File: src/hw/rtl/clebuf_pkg.sv
// Shared types, constants and operation codes for the cursor line-edit buffer.
// Depends on nothing; the front end, back end, top level and testbench import it.
`timescale 1ns / 1ps
`default_nettype none
package clebuf_pkg;

  localparam int CAPACITY_DEF = 64;
  localparam int OP_W         = 3;
  localparam int CHAR_W       = 8;
  localparam int POS_W        = 7;

  // Depth of the command queue between front and back (a power of two).
  localparam int QDEPTH = 2;

  localparam logic [OP_W-1:0] OP_INSERT    = 3'd0;
  localparam logic [OP_W-1:0] OP_LEFT      = 3'd1;
  localparam logic [OP_W-1:0] OP_RIGHT     = 3'd2;
  localparam logic [OP_W-1:0] OP_BACKSPACE = 3'd3;
  localparam logic [OP_W-1:0] OP_READOUT   = 3'd4;

  typedef struct packed {
    logic              valid;
    logic [OP_W-1:0]   op;
    logic [CHAR_W-1:0] symbol;
  } clebuf_cmd_t;

endpackage
`default_nettype wire

File: src/hw/rtl/clebuf_ram.sv
// Generic single-write, single-read RAM with a registered read port.
// Depends on nothing.
`timescale 1ns / 1ps
`default_nettype none
module clebuf_ram #(
  parameter int WIDTH = 8,
  parameter int DEPTH = 64
) (
  input  wire logic                     clk,
  input  wire logic                     we,
  input  wire logic [$clog2(DEPTH)-1:0] waddr,
  input  wire logic [WIDTH-1:0]         wdata,
  input  wire logic                     re,
  input  wire logic [$clog2(DEPTH)-1:0] raddr,
  output logic      [WIDTH-1:0]         rdata
);

  logic [WIDTH-1:0] mem [DEPTH];
  logic [WIDTH-1:0] rdata_r;

  always_ff @(posedge clk) begin
    if (we) begin
      mem[waddr] <= wdata;
    end
    if (re) begin
      rdata_r <= mem[raddr];
    end
  end

  assign rdata = rdata_r;

endmodule
`default_nettype wire

File: src/hw/rtl/clebuf_front.sv
// Front end: accepts input transfers, drops unused operation codes and queues
// the rest for the back end. Depends on clebuf_pkg.
`timescale 1ns / 1ps
`default_nettype none
module clebuf_front (
  input  wire logic                          clk,
  input  wire logic                          rst_n,
  input  wire logic                          in_valid,
  output logic                               in_stall,
  input  wire logic [clebuf_pkg::OP_W-1:0]   in_operation,
  input  wire logic [clebuf_pkg::CHAR_W-1:0] in_symbol,
  output clebuf_pkg::clebuf_cmd_t            cmd,
  input  wire logic                          cmd_pop
);
  import clebuf_pkg::*;

  localparam int QAW = $clog2(QDEPTH);
  localparam int QCW = $clog2(QDEPTH + 1);

  logic [OP_W-1:0]   q_op_r  [QDEPTH];
  logic [CHAR_W-1:0] q_sym_r [QDEPTH];
  logic [QAW-1:0]    wr_ptr_r, wr_ptr_nxt;
  logic [QAW-1:0]    rd_ptr_r, rd_ptr_nxt;
  logic [QCW-1:0]    cnt_r, cnt_nxt;
  logic              enq;
  logic              deq;

  assign in_stall = (cnt_r == QCW'(QDEPTH));
  // Codes above readout are taken and discarded here.
  assign enq = in_valid && !in_stall && (in_operation <= OP_READOUT);
  assign deq = cmd_pop && (cnt_r != '0);

  always_comb begin
    wr_ptr_nxt = wr_ptr_r;
    rd_ptr_nxt = rd_ptr_r;
    cnt_nxt    = cnt_r;
    if (enq) begin
      wr_ptr_nxt = wr_ptr_r + 1'b1;
    end
    if (deq) begin
      rd_ptr_nxt = rd_ptr_r + 1'b1;
    end
    if (enq && !deq) begin
      cnt_nxt = cnt_r + 1'b1;
    end else if (!enq && deq) begin
      cnt_nxt = cnt_r - 1'b1;
    end
  end

  always_ff @(posedge clk) begin
    if (!rst_n) begin
      wr_ptr_r <= '0;
      rd_ptr_r <= '0;
      cnt_r    <= '0;
    end else begin
      wr_ptr_r <= wr_ptr_nxt;
      rd_ptr_r <= rd_ptr_nxt;
      cnt_r    <= cnt_nxt;
    end
  end

  always_ff @(posedge clk) begin
    if (enq) begin
      q_op_r[wr_ptr_r]  <= in_operation;
      q_sym_r[wr_ptr_r] <= in_symbol;
    end
  end

  always_comb begin
    cmd.valid  = (cnt_r != '0);
    cmd.op     = q_op_r[rd_ptr_r];
    cmd.symbol = q_sym_r[rd_ptr_r];
  end

endmodule
`default_nettype wire

File: src/hw/rtl/clebuf_back.sv
// Back end: executes queued commands on the two character stacks and streams
// readout results. Depends on clebuf_pkg and clebuf_ram.
`timescale 1ns / 1ps
`default_nettype none
module clebuf_back #(
  parameter int CAPACITY = clebuf_pkg::CAPACITY_DEF
) (
  input  wire logic                          clk,
  input  wire logic                          rst_n,
  input  wire clebuf_pkg::clebuf_cmd_t       cmd,
  output logic                               cmd_pop,
  output logic                               out_valid,
  input  wire logic                          out_stall,
  output logic [clebuf_pkg::CHAR_W-1:0]      out_text_char,
  output logic                               out_last,
  output logic                               out_empty_res,
  output logic                               out_overflowed,
  output logic [clebuf_pkg::POS_W-1:0]       out_cursor_pos
);
  import clebuf_pkg::*;

  localparam int AW = $clog2(CAPACITY);
  localparam int CW = $clog2(CAPACITY + 1);

  localparam logic [1:0] S_IDLE  = 2'd0;
  localparam logic [1:0] S_MOVE  = 2'd1;
  localparam logic [1:0] S_READ  = 2'd2;
  localparam logic [1:0] S_EMPTY = 2'd3;

  logic [1:0]  state_r, state_nxt;
  logic [CW-1:0] bcnt_r, bcnt_nxt;
  logic [CW-1:0] acnt_r, acnt_nxt;
  logic          ovf_r, ovf_nxt;
  logic          dir_r, dir_nxt;      // 0: move left, 1: move right
  logic [CW-1:0] n_r, n_nxt;          // characters issued so far in a readout
  logic          pend_r, pend_nxt;    // a read word waits in a RAM output
  logic          psrc_r, psrc_nxt;    // 0: before stack, 1: after stack
  logic          plast_r, plast_nxt;

  logic              ov_r, ov_nxt;
  logic [CHAR_W-1:0] oc_r, oc_nxt;
  logic              ol_r, ol_nxt;
  logic              oe_r, oe_nxt;
  logic              oo_r, oo_nxt;
  logic [POS_W-1:0]  op_r, op_nxt;

  logic              b_we, b_re, a_we, a_re;
  logic [AW-1:0]     b_waddr, b_raddr, a_waddr, a_raddr;
  logic [CHAR_W-1:0] b_wdata, a_wdata, b_rdata, a_rdata;

  logic [CW:0]   tot_c;
  logic [CW-1:0] tot_w;
  logic          can_load;
  logic          load;
  logic          more;
  logic          issue;

  assign tot_c    = {1'b0, bcnt_r} + {1'b0, acnt_r};
  assign tot_w    = CW'(tot_c);
  assign can_load = !ov_r || !out_stall;

  clebuf_ram #(.WIDTH(CHAR_W), .DEPTH(CAPACITY)) u_before (
    .clk(clk), .we(b_we), .waddr(b_waddr), .wdata(b_wdata),
    .re(b_re), .raddr(b_raddr), .rdata(b_rdata)
  );

  clebuf_ram #(.WIDTH(CHAR_W), .DEPTH(CAPACITY)) u_after (
    .clk(clk), .we(a_we), .waddr(a_waddr), .wdata(a_wdata),
    .re(a_re), .raddr(a_raddr), .rdata(a_rdata)
  );

  always_comb begin
    state_nxt = state_r;
    bcnt_nxt  = bcnt_r;
    acnt_nxt  = acnt_r;
    ovf_nxt   = ovf_r;
    dir_nxt   = dir_r;
    n_nxt     = n_r;
    pend_nxt  = pend_r;
    psrc_nxt  = psrc_r;
    plast_nxt = plast_r;
    cmd_pop   = 1'b0;
    b_we = 1'b0; b_re = 1'b0; a_we = 1'b0; a_re = 1'b0;
    b_waddr = AW'(bcnt_r);
    b_wdata = cmd.symbol;
    b_raddr = AW'(bcnt_r - 1'b1);
    a_waddr = AW'(acnt_r);
    a_wdata = b_rdata;
    a_raddr = AW'(acnt_r - 1'b1);
    load  = 1'b0;
    more  = (n_r != tot_w);
    issue = 1'b0;

    ov_nxt = ov_r;
    oc_nxt = oc_r;
    ol_nxt = ol_r;
    oe_nxt = oe_r;
    oo_nxt = oo_r;
    op_nxt = op_r;
    if (ov_r && !out_stall) begin
      ov_nxt = 1'b0;
    end

    case (state_r)
      S_IDLE: begin
        if (cmd.valid) begin
          cmd_pop = 1'b1;
          case (cmd.op)
            OP_INSERT: begin
              if (tot_c >= (CW+1)'(CAPACITY)) begin
                ovf_nxt = 1'b1;
              end else begin
                b_we     = 1'b1;
                bcnt_nxt = bcnt_r + 1'b1;
              end
            end
            OP_LEFT: begin
              if (bcnt_r != '0 && acnt_r < CW'(CAPACITY)) begin
                b_re      = 1'b1;
                dir_nxt   = 1'b0;
                state_nxt = S_MOVE;
              end
            end
            OP_RIGHT: begin
              if (acnt_r != '0 && bcnt_r < CW'(CAPACITY)) begin
                a_re      = 1'b1;
                dir_nxt   = 1'b1;
                state_nxt = S_MOVE;
              end
            end
            OP_BACKSPACE: begin
              if (bcnt_r != '0) begin
                bcnt_nxt = bcnt_r - 1'b1;
              end
            end
            OP_READOUT: begin
              n_nxt    = '0;
              pend_nxt = 1'b0;
              if (tot_c == '0) begin
                state_nxt = S_EMPTY;
              end else begin
                state_nxt = S_READ;
              end
            end
            default: begin
            end
          endcase
        end
      end
      S_MOVE: begin
        // The word read last cycle crosses the cursor to the other stack.
        if (!dir_r) begin
          a_we     = 1'b1;
          a_wdata  = b_rdata;
          bcnt_nxt = bcnt_r - 1'b1;
          acnt_nxt = acnt_r + 1'b1;
        end else begin
          b_we     = 1'b1;
          b_wdata  = a_rdata;
          acnt_nxt = acnt_r - 1'b1;
          bcnt_nxt = bcnt_r + 1'b1;
        end
        state_nxt = S_IDLE;
      end
      S_READ: begin
        load  = pend_r && can_load;
        issue = more && (!pend_r || can_load);
        if (load) begin
          ov_nxt   = 1'b1;
          oc_nxt   = psrc_r ? a_rdata : b_rdata;
          ol_nxt   = plast_r;
          oe_nxt   = 1'b0;
          oo_nxt   = ovf_r;
          op_nxt   = POS_W'(bcnt_r);
          pend_nxt = 1'b0;
        end
        if (issue) begin
          // Before stack bottom-up, then after stack top-down.
          if (n_r < bcnt_r) begin
            b_re     = 1'b1;
            b_raddr  = AW'(n_r);
            psrc_nxt = 1'b0;
          end else begin
            a_re     = 1'b1;
            a_raddr  = AW'(tot_w - 1'b1 - n_r);
            psrc_nxt = 1'b1;
          end
          plast_nxt = ((n_r + 1'b1) == tot_w);
          n_nxt     = n_r + 1'b1;
          pend_nxt  = 1'b1;
        end
        if (!more && (!pend_r || load)) begin
          state_nxt = S_IDLE;
        end
      end
      S_EMPTY: begin
        if (can_load) begin
          ov_nxt    = 1'b1;
          oc_nxt    = '0;
          ol_nxt    = 1'b1;
          oe_nxt    = 1'b1;
          oo_nxt    = ovf_r;
          op_nxt    = POS_W'(bcnt_r);
          state_nxt = S_IDLE;
        end
      end
      default: begin
        state_nxt = S_IDLE;
      end
    endcase
  end

  always_ff @(posedge clk) begin
    if (!rst_n) begin
      state_r <= S_IDLE;
      bcnt_r  <= '0;
      acnt_r  <= '0;
      ovf_r   <= 1'b0;
      pend_r  <= 1'b0;
      ov_r    <= 1'b0;
      n_r     <= '0;
      dir_r   <= 1'b0;
    end else begin
      state_r <= state_nxt;
      bcnt_r  <= bcnt_nxt;
      acnt_r  <= acnt_nxt;
      ovf_r   <= ovf_nxt;
      pend_r  <= pend_nxt;
      ov_r    <= ov_nxt;
      n_r     <= n_nxt;
      dir_r   <= dir_nxt;
    end
  end

  always_ff @(posedge clk) begin
    psrc_r  <= psrc_nxt;
    plast_r <= plast_nxt;
    oc_r    <= oc_nxt;
    ol_r    <= ol_nxt;
    oe_r    <= oe_nxt;
    oo_r    <= oo_nxt;
    op_r    <= op_nxt;
  end

  assign out_valid      = ov_r;
  assign out_text_char  = oc_r;
  assign out_last       = ol_r;
  assign out_empty_res  = oe_r;
  assign out_overflowed = oo_r;
  assign out_cursor_pos = op_r;

endmodule
`default_nettype wire

File: src/hw/rtl/cursor_line_edit_buffer_top.sv
// Top level of the cursor line-edit buffer (gap buffer with a cursor).
// Depends on clebuf_pkg, clebuf_front, clebuf_back and clebuf_ram.
//
// The input channel (in_valid, in_stall, in_operation, in_symbol) carries one
// edit operation per transfer: insert, cursor left, cursor right, backspace
// or readout. Unused operation codes are taken and discarded. Edits give no
// result; a readout gives one result transfer per character on the output
// channel (out_valid, out_stall and the out_ fields), the final one marked by
// out_last, or a single result with out_empty_res set when no text is held.
// A two-deep command queue parts the front from the back, so input transfers
// keep flowing while results wait on a stalled receiver; in_stall rises only
// when that queue is full.
// Insert and backspace are done in the idle state; a cursor move is a stack
// read, then a write to the other stack (through one port each). A readout
// issues one RAM read per character; each word waits in the RAM output and
// is then loaded into the output register, while the next read may issue.
// A stalled receiver holds the output register and the pending RAM word, and
// the readout resumes where it stopped. Reset (rst_n low, synchronous)
// empties the text, clears the sticky overflow flag and the queue; the
// character stores need no clearing.
`timescale 1ns / 1ps
`default_nettype none
module cursor_line_edit_buffer_top #(
  parameter int CAPACITY = clebuf_pkg::CAPACITY_DEF
) (
  input  wire logic                          clk,
  input  wire logic                          rst_n,
  input  wire logic                          in_valid,
  output logic                               in_stall,
  input  wire logic [clebuf_pkg::OP_W-1:0]   in_operation,
  input  wire logic [clebuf_pkg::CHAR_W-1:0] in_symbol,
  output logic                               out_valid,
  input  wire logic                          out_stall,
  output logic [clebuf_pkg::CHAR_W-1:0]      out_text_char,
  output logic                               out_last,
  output logic                               out_empty_res,
  output logic                               out_overflowed,
  output logic [clebuf_pkg::POS_W-1:0]       out_cursor_pos
);
  import clebuf_pkg::*;

  // Command at the head of the queue, and the back end's pop of it.
  clebuf_cmd_t cmd;
  logic        cmd_pop;

  clebuf_front u_front (
    .clk          (clk),
    .rst_n        (rst_n),
    .in_valid     (in_valid),
    .in_stall     (in_stall),
    .in_operation (in_operation),
    .in_symbol    (in_symbol),
    .cmd          (cmd),
    .cmd_pop      (cmd_pop)
  );

  // The back end holds both stacks, their counts and the output register.
  clebuf_back #(.CAPACITY(CAPACITY)) u_back (
    .clk            (clk),
    .rst_n          (rst_n),
    .cmd            (cmd),
    .cmd_pop        (cmd_pop),
    .out_valid      (out_valid),
    .out_stall      (out_stall),
    .out_text_char  (out_text_char),
    .out_last       (out_last),
    .out_empty_res  (out_empty_res),
    .out_overflowed (out_overflowed),
    .out_cursor_pos (out_cursor_pos)
  );

endmodule
`default_nettype wire

File: config.mk
export PLATFORM = sky130hd
export DESIGN_NAME = cursor_line_edit_buffer_top
export DESIGN_NICKNAME = d
export VERILOG_FILES = /design/src/hw/rtl/clebuf_pkg.sv /design/src/hw/rtl/clebuf_ram.sv /design/src/hw/rtl/clebuf_front.sv /design/src/hw/rtl/clebuf_back.sv /design/src/hw/rtl/cursor_line_edit_buffer_top.sv
export SDC_FILE = /design/constraint.sdc
export NUM_CORES = 2
export LEC_CHECK = 0
export BUFFER_PORTS_ARGS = -buffer_cell sky130_fd_sc_hd__buf_2
export CORE_ASPECT_RATIO = 1.4
export CORE_UTILIZATION = 55
export CTS_CLUSTER_DIAMETER = 200
export DETAILED_ROUTE_END_ITERATION = 6
export PLACE_DENSITY = 0.82
export SYNTH_ARGS = -nofsm -noshare
export SYNTH_HDL_FRONTEND = slang
export SYNTH_HIERARCHICAL = 1
export SYNTH_SLANG_ARGS = --single-unit
File: constraint.sdc
create_clock -name clk -period 6.86 [get_ports clk]
set_clock_uncertainty 0.05 [all_clocks]
set_input_delay 0.686 -clock clk [delete_from_list [all_inputs] [get_ports clk]]
set_output_delay 0.686 -clock clk [all_outputs]
set_load 0.005 [all_outputs]
# Word-level counts from Yosys, hierarchy flattened
# Memories as Yosys holds them, arrays and structs flattened. A register that Yosys moved wholly into a read port is not among the register bits.
# Index checks and enable logic that the tools add are counted.
# op_classes
addsub	12
n_lt_le_gt_ge	5
eq_ne	25
mux	86
n_reduce_logical	40
# ops
cell	count
two-way mux 7 bit	10
case mux 7 bit (2 select lines)	4
two-way mux 1 bit	42
two-way mux 8 bit	5
two-way mux 6 bit	6
adder 7 x 1 -> 7 bit, second input constant	3
case mux 1 bit (2 select lines)	9
case mux 8 bit (2 select lines)	1
< comparator 7 bit, second input constant	2
two-way mux 2 bit	7
nonzero test 7 bit	2
subtractor 7 x 1 -> 7 bit, second input constant	2
inequality test 2 x 1 -> 1 bit, second input constant	6
AND reduction 4 bit	3
nonzero test 2 bit	6
logical AND 1 bit	11
AND reduction 5 bit	2
inequality test 3 x 2 -> 1 bit, second input constant	3
adder 7 x 7 -> 8 bit	1
>= comparator 8 x 7 -> 1 bit, second input constant	1
logical NOT 8 bit	1
case mux 2 bit (4 select lines)	1
== test 7 bit	1
logical NOT 1 bit	7
other kinds (24)	32
# word_totals
ff_bits	51
ram_bits	1046
inputBits	15
output_inout_bits	20
word_cells	190
n_memories	4
# memory_table
memory	depth	word_bits	read_ports	rd_ports_with_merged_regs	wr	line_no	text
u_back.u_after.mem	64	8	1	1	1	clebuf_ram.sv:18	logic [WIDTH-1:0] mem [DEPTH];
u_back.u_before.mem	64	8	1	1	1	clebuf_ram.sv:18	
u_front.q_sym_r	2	8	1	1	1	clebuf_front.sv:21	logic [CHAR_W-1:0] q_sym_r [QDEPTH];
u_front.q_op_r	2	3	1	1	1	clebuf_front.sv:20	logic [OP_W-1:0] q_op_r [QDEPTH];

# Depth between registers and ports, before layout
# depth
ltp_word	8
ltp_mapped	22
depth_no_buf	18

# By module
# Netlist, hierarchy kept.
# by_module_without_submodules
mod	instances	cells_each	area_each_um2	seq_area_each_um2
clebuf_ram at u_back.u_before	1	940	20246.9	15615.0
clebuf_ram at u_back.u_after	1	940	20240.7	15615.0
clebuf_back	1	405	3574.7	1141.1
clebuf_front	1	59	1032.2	760.7

# Worst setup path before layout
# Ideal clock, no wire load.
# synth_timing
path_type	reg-to-reg
startpoint	reg u_back.bcnt_r[0]
endpoint	reg u_back.u_before.rdata_r[3] (netlist: u_back/u_before/rdata[3]), read port of u_back.u_before.mem, data pin
setup_ns	0.266
arrival_ns	4.953
required_time_ns	6.544
setup_slack_ns	1.591
stages_incl_launch_ff	20
n_path_buf	2
period_less_slack_ns	5.269
cell_sequence	dfxtp_1 -> ha_1 -> inv_1 -> fa_1 -> and2b_2 -> o21ai_0 -> a21oi_1 -> ha_1 -> nand2_1 -> nor2_1 -> o2111ai_1 -> nand4_1 -> a211oi_4 -> mux2i_1 -> buf_6 -> buf_4 -> mux4_2 -> mux4_2 -> o21ai_1 -> o41ai_1
# synth_between
word_cells_on_any_way	16
cone_classes	add/sub (2); order compare (1); eq/ne (1); mux (9); reduce/logical (3)
# synth_rtl
item	line_no	text
start: declaration	clebuf_back.sv:31	logic [CW-1:0] bcnt_r, bcnt_nxt;
start signal: assignment	clebuf_back.sv:225	bcnt_r <= bcnt_nxt;
adder 7 x 7 -> 8 bit	clebuf_back.sv:58	assign tot_c = {1'b0, bcnt_r} + {1'b0, acnt_r};
inequality test 7 bit	clebuf_back.sv:91	more = (n_r != tot_w);
logical AND 1 bit	clebuf_back.sv:167	issue = more && (!pend_r || can_load);
two-way mux 6 bit	clebuf_back.sv:177	if (issue) begin
two-way mux 6 bit (*)	clebuf_back.sv:104	case (state_r)
via u_back.b_raddr[0]	clebuf_back.sv:48	logic [AW-1:0] b_waddr, b_raddr, a_waddr, a_raddr;
end: declaration	clebuf_ram.sv:19	logic [WIDTH-1:0] rdata_r;
# The timed path passes the listed nets; every way through them passes the cells marked *.
# A chain may end at the register's enable or synchronous reset.

# Final worst setup path
# layout_timing
startpoint	reg u_back.acnt_r[1]
endpoint	reg u_back.u_after.rdata_r[3] (netlist: u_back/u_after/rdata[3]), read port of u_back.u_after.mem, data pin
# layout_between
elab_chain_cells	6
word_cells_on_any_way	16
cone_classes	add/sub (4); eq/ne (1); mux (8); reduce/logical (3)
# layout_lines
item	line_no	text
start: declaration	clebuf_back.sv:32	logic [CW-1:0] acnt_r, acnt_nxt;
start signal: assignment	clebuf_back.sv:226	acnt_r <= acnt_nxt;
adder 7 x 7 -> 8 bit	clebuf_back.sv:58	
subtractor 6 x 1 -> 6 bit	clebuf_back.sv:185	a_raddr = AW'(tot_w - 1'b1 - n_r);
subtractor 6 bit	clebuf_back.sv:185	
two-way mux 6 bit	clebuf_back.sv:179	if (n_r < bcnt_r) begin
two-way mux 6 bit	clebuf_back.sv:177	
two-way mux 6 bit (*)	clebuf_back.sv:104	
via u_back.a_raddr[2]	clebuf_back.sv:48	
end: declaration	clebuf_ram.sv:19	
# Marks and branches as above.

==> reports/metrics.json <==
{
  "post-layout-total-power_mw": 16.7,
  "drv_slew": 0,
  "synth_seq_area_share_pct": 73.5,
  "first_pass_grt_wire_length_mm": 160,
  "worst-path-max-fanout": 28,
  "avgViaCountPerCell": 6.70,
  "cp_data_required_time_ns": 7.16,
  "die_height_um": 341,
  "number_of_global_route_vias_before_repair": 24800,
  "area_delta_synth_final_pct": 10.7,
  "holdBufCountCts": 0,
  "finalSetupViolations": 0,
  "maxSlewHeadroom_pct": 23.7,
  "number_of_antenna_violations_at_the_first_check_in_global_routing": 2,
  "place_congestion": 0.948,
  "final.period_utilization_pct": 94.0,
  "synth-edff-count": 1082,
  "run_status": "finished, final reports clean",
  "tritoncts_num_sinks": 1114,
  "total_count_of_hold_check_failures_in_the_final_report": 0,
  "core-area_um2": 80800,
  "highest_signal_layer": "met4",
  "die_w_um": 244,
  "fin_setup_tns_ns": 0,
  "nets": 2468,
  "clock_tree_from_tritoncts": "built",
  "place.detailed.hpwl_mm": 66.3,
  "layout.cells.most_common": "sky130_fd_sc_hd__edfxtp_1",
  "clk-insertion-delay-late_ns": 0.67,
  "synth_seq_cells": 1114,
  "cts_post_setup_buffers_inserted": 0,
  "wl_per_cell_um": 30.4,
  "io_buffer_count": 34,
  "met2_wirelength_mm": 55.7,
  "wirelength_mm": 109,
  "worst_slew_pin_slew_ns": 1.13,
  "leakage_nw": 16.2,
  "synth.distinct_cells": 70,
  "drtIter0Drc": 3066,
  "wl_met3_mm": 10.0,
  "h-tree-depth": 3,
  "final.min_clock_period_ns": 6.45,
  "master_cell_of_the_clock_root_buffer": "sky130_fd_sc_hd__clkbuf_16",
  "io-pin-count": 35,
  "yosys_synthesis_warning_count": 6,
  "crit_path_end_kind": "flop",
  "fp.dieArea_um2": 83200,
  "std_cell_rows": 123,
  "detail_route.wirelength.met1_mm": 35.2,
  "ys.flop_type": "sky130_fd_sc_hd__edfxtp_1",
  "sort_of_element_at_the_start_of_the_critical_path": "flop",
  "ir_worst_vdd_v": 0.000380,
  "mostFrequentLayoutCells": "sky130_fd_sc_hd__edfxtp_1 (1082), sky130_fd_sc_hd__mux4_2 (252), sky130_fd_sc_hd__nor2_1 (197)",
  "asyncSetResetFlopFracSynth_pct": 0,
  "drive_gt1_share_pct": 22.9,
  "clk_path_buf_depth": 3,
  "number_of_buffers_created_by_cts": 101,
  "largest_net_degree_at_the_start_of_global_routing": 83,
  "drt_drc_violations_left": 0,
  "grt_overflow_total": 0,
  "rsz0062_at_grt": "no",
  "critical_path_arrival_ns": 6.75,
  "max_cap_violations": 0,
  "whs_ns": 0.159,
  "power-per-cell-area_nw_per_um2": 334,
  "clkSlewWorstSetupHoldPaths_ns": 0.06,
  "critical_path_class": "flop to flop",
  "max_clock_freq_ghz": 0.155,
  "iteration_count_of_the_initial_detailed_routing_pass": 6,
  "mappedNetlistNets": 2387,
  "global_route.usage.total_pct": 26.4,
  "count_of_nets_left_with_antenna_violations_after_detail_routing": 0,
  "routed-via-count": 23900,
  "syn_inst": 2344,
  "starting_density_pct": 55.8,
  "mappedNetlistArea_um2": 45100,
  "syn_avg_cell_area_um2": 19.2,
  "holdCritPathClass": "input port to flop"
}
-- layout make-up --
cell class | count | area (um2)
antenna | 2 | 5.00
sequential | 1114 | 33100
fill | 5267 | 30900
multi-input combinational | 1086 | 11300
inverter | 25 | 93.8
clock buffer | 118 | 2630
timing repair buffer | 97 | 731
tap | 1062 | 1330
clock inverter | 68 | 683
-- metrics by stage --
step / cells / util [%] / area [um2] / setup WS [ns]
2_1_floorplan: 2344 / - / 45100 / 1.59
3_3_place_gp: 3384 / 57.7 / 46600 / 0.548
3_5_place_dp: 3384 / 57.7 / 46600 / 0.441
4_1_cts: 3570 / 61.8 / 49900 / 0.468
5_1_grt: 3571 / 61.8 / 49900 / 0.0884
6_report: 3572 / 61.8 / 49900 / 0.412
-- per-layer routing --
layer  vias up  GRT usage [%]
li1       9730              -
met1     12100           31.1
met2      1684           45.2
met3       413           4.36
met4         0           16.9
met5         -              0
-- worst paths after layout --
path | from | end | slack [ns] | cells past startpoint
max | u_back/acnt_r[1] | u_back/u_after/rdata[3] | 0.41 | 20
min | in_symbol[2] | u_front/q_sym_r[1][2] | 0.16 | 1
max reg2reg | u_back/acnt_r[1] | u_back/u_after/rdata[3] | 0.41 | 20
min reg2reg | u_back/pend_r | u_back/pend_r | 0.43 | 2
-- timing repair --
item,CTS,global route
endpoints found under the hold margin,0,0
setup endpoints to repair,0,1
gates resized for setup,0,1
-- where the power goes --
part	switching, mW	internal [mW]
combinational	1.99	1.22
clock	2.45	3.21
sequential	0.0401	7.77
total	4.48	12.2
-- flip-flops by register name, indices dropped and copies added, names as in the netlist, 7 cells and up, named ones only --
name / count
u_back/out_text_char: 8
u_front/q_sym_r: 16
u_back/u_after/rdata: 8
u_back/u_before/mem: 512
u_back/u_after/mem: 512
u_back/n_r: 7
u_back/u_before/rdata: 8
u_back/bcnt_r: 7
u_back/out_cursor_pos: 7
u_back/acnt_r: 7
-- Yosys cell counts, drive strengths merged (8+ instances only) --
master,number,share of area [%]
a211oi,16,0.29
a21oi,35,0.39
a221oi,12,0.23
a31oi,9,0.12
and2,10,0.14
buf,72,1.1
clkbuf,47,0.40
dfxtp,32,1.4
edfxtp,1082,72
ha,26,0.72
inv,24,0.20
mux2,47,1.2
mux2i,71,1.6
mux4,252,13
nand2,73,0.61
nand2b,16,0.22
nand3,38,0.42
nand4,9,0.12
nor2,197,1.6
nor2b,35,0.49
nor3,22,0.24
o2111ai,10,0.21
o21a,8,0.13
o21ai,28,0.31
o221ai,16,0.31
o22ai,17,0.24
o32ai,9,0.17
or3,10,0.14
xnor2,24,0.47
xor2,12,0.23
-- cell families (layout without fill, tap and decap cells) --
| kind of cell | after synthesis | in the layout | share of synthesized area (%) |
|---|---|---|---|
| flops | 1114 | 1114 | 73.5 |
| simple gates | 445 | 445 | 4.63 |
| mux | 370 | 370 | 15.3 |
| compound gates | 207 | 207 | 3.30 |
| buf+inv | 144 | 308 | 1.75 |
| xor+xnor | 36 | 36 | 0.699 |
| fa+ha+maj | 28 | 28 | 0.810 |
| other cells | 0 | 2 | 0 |
-- worst max-delay path, cell delays in order (launching register included) --
cell and delay [ns]:
sky130_fd_sc_hd__dfxtp_1 0.64, sky130_fd_sc_hd__inv_1 0.22, sky130_fd_sc_hd__fa_1 0.46, sky130_fd_sc_hd__and2b_2 0.26, sky130_fd_sc_hd__o21ai_0 0.08, sky130_fd_sc_hd__a21oi_1 0.30
sky130_fd_sc_hd__ha_1 0.23, sky130_fd_sc_hd__nand2_1 0.10, sky130_fd_sc_hd__nor2_1 0.21, sky130_fd_sc_hd__o2111ai_1 0.16, sky130_fd_sc_hd__and4_1 0.26, sky130_fd_sc_hd__o211ai_2 0.22
sky130_fd_sc_hd__buf_4 0.26, sky130_fd_sc_hd__mux2i_4 0.68, sky130_fd_sc_hd__buf_4 0.52, sky130_fd_sc_hd__buf_4 0.33, sky130_fd_sc_hd__mux4_2 0.33, sky130_fd_sc_hd__o221ai_1 0.40
sky130_fd_sc_hd__a21oi_1 0.10, sky130_fd_sc_hd__o21ai_1 0.16, sky130_fd_sc_hd__o41ai_1 0.14
Power figures use the tool's default switching activity.
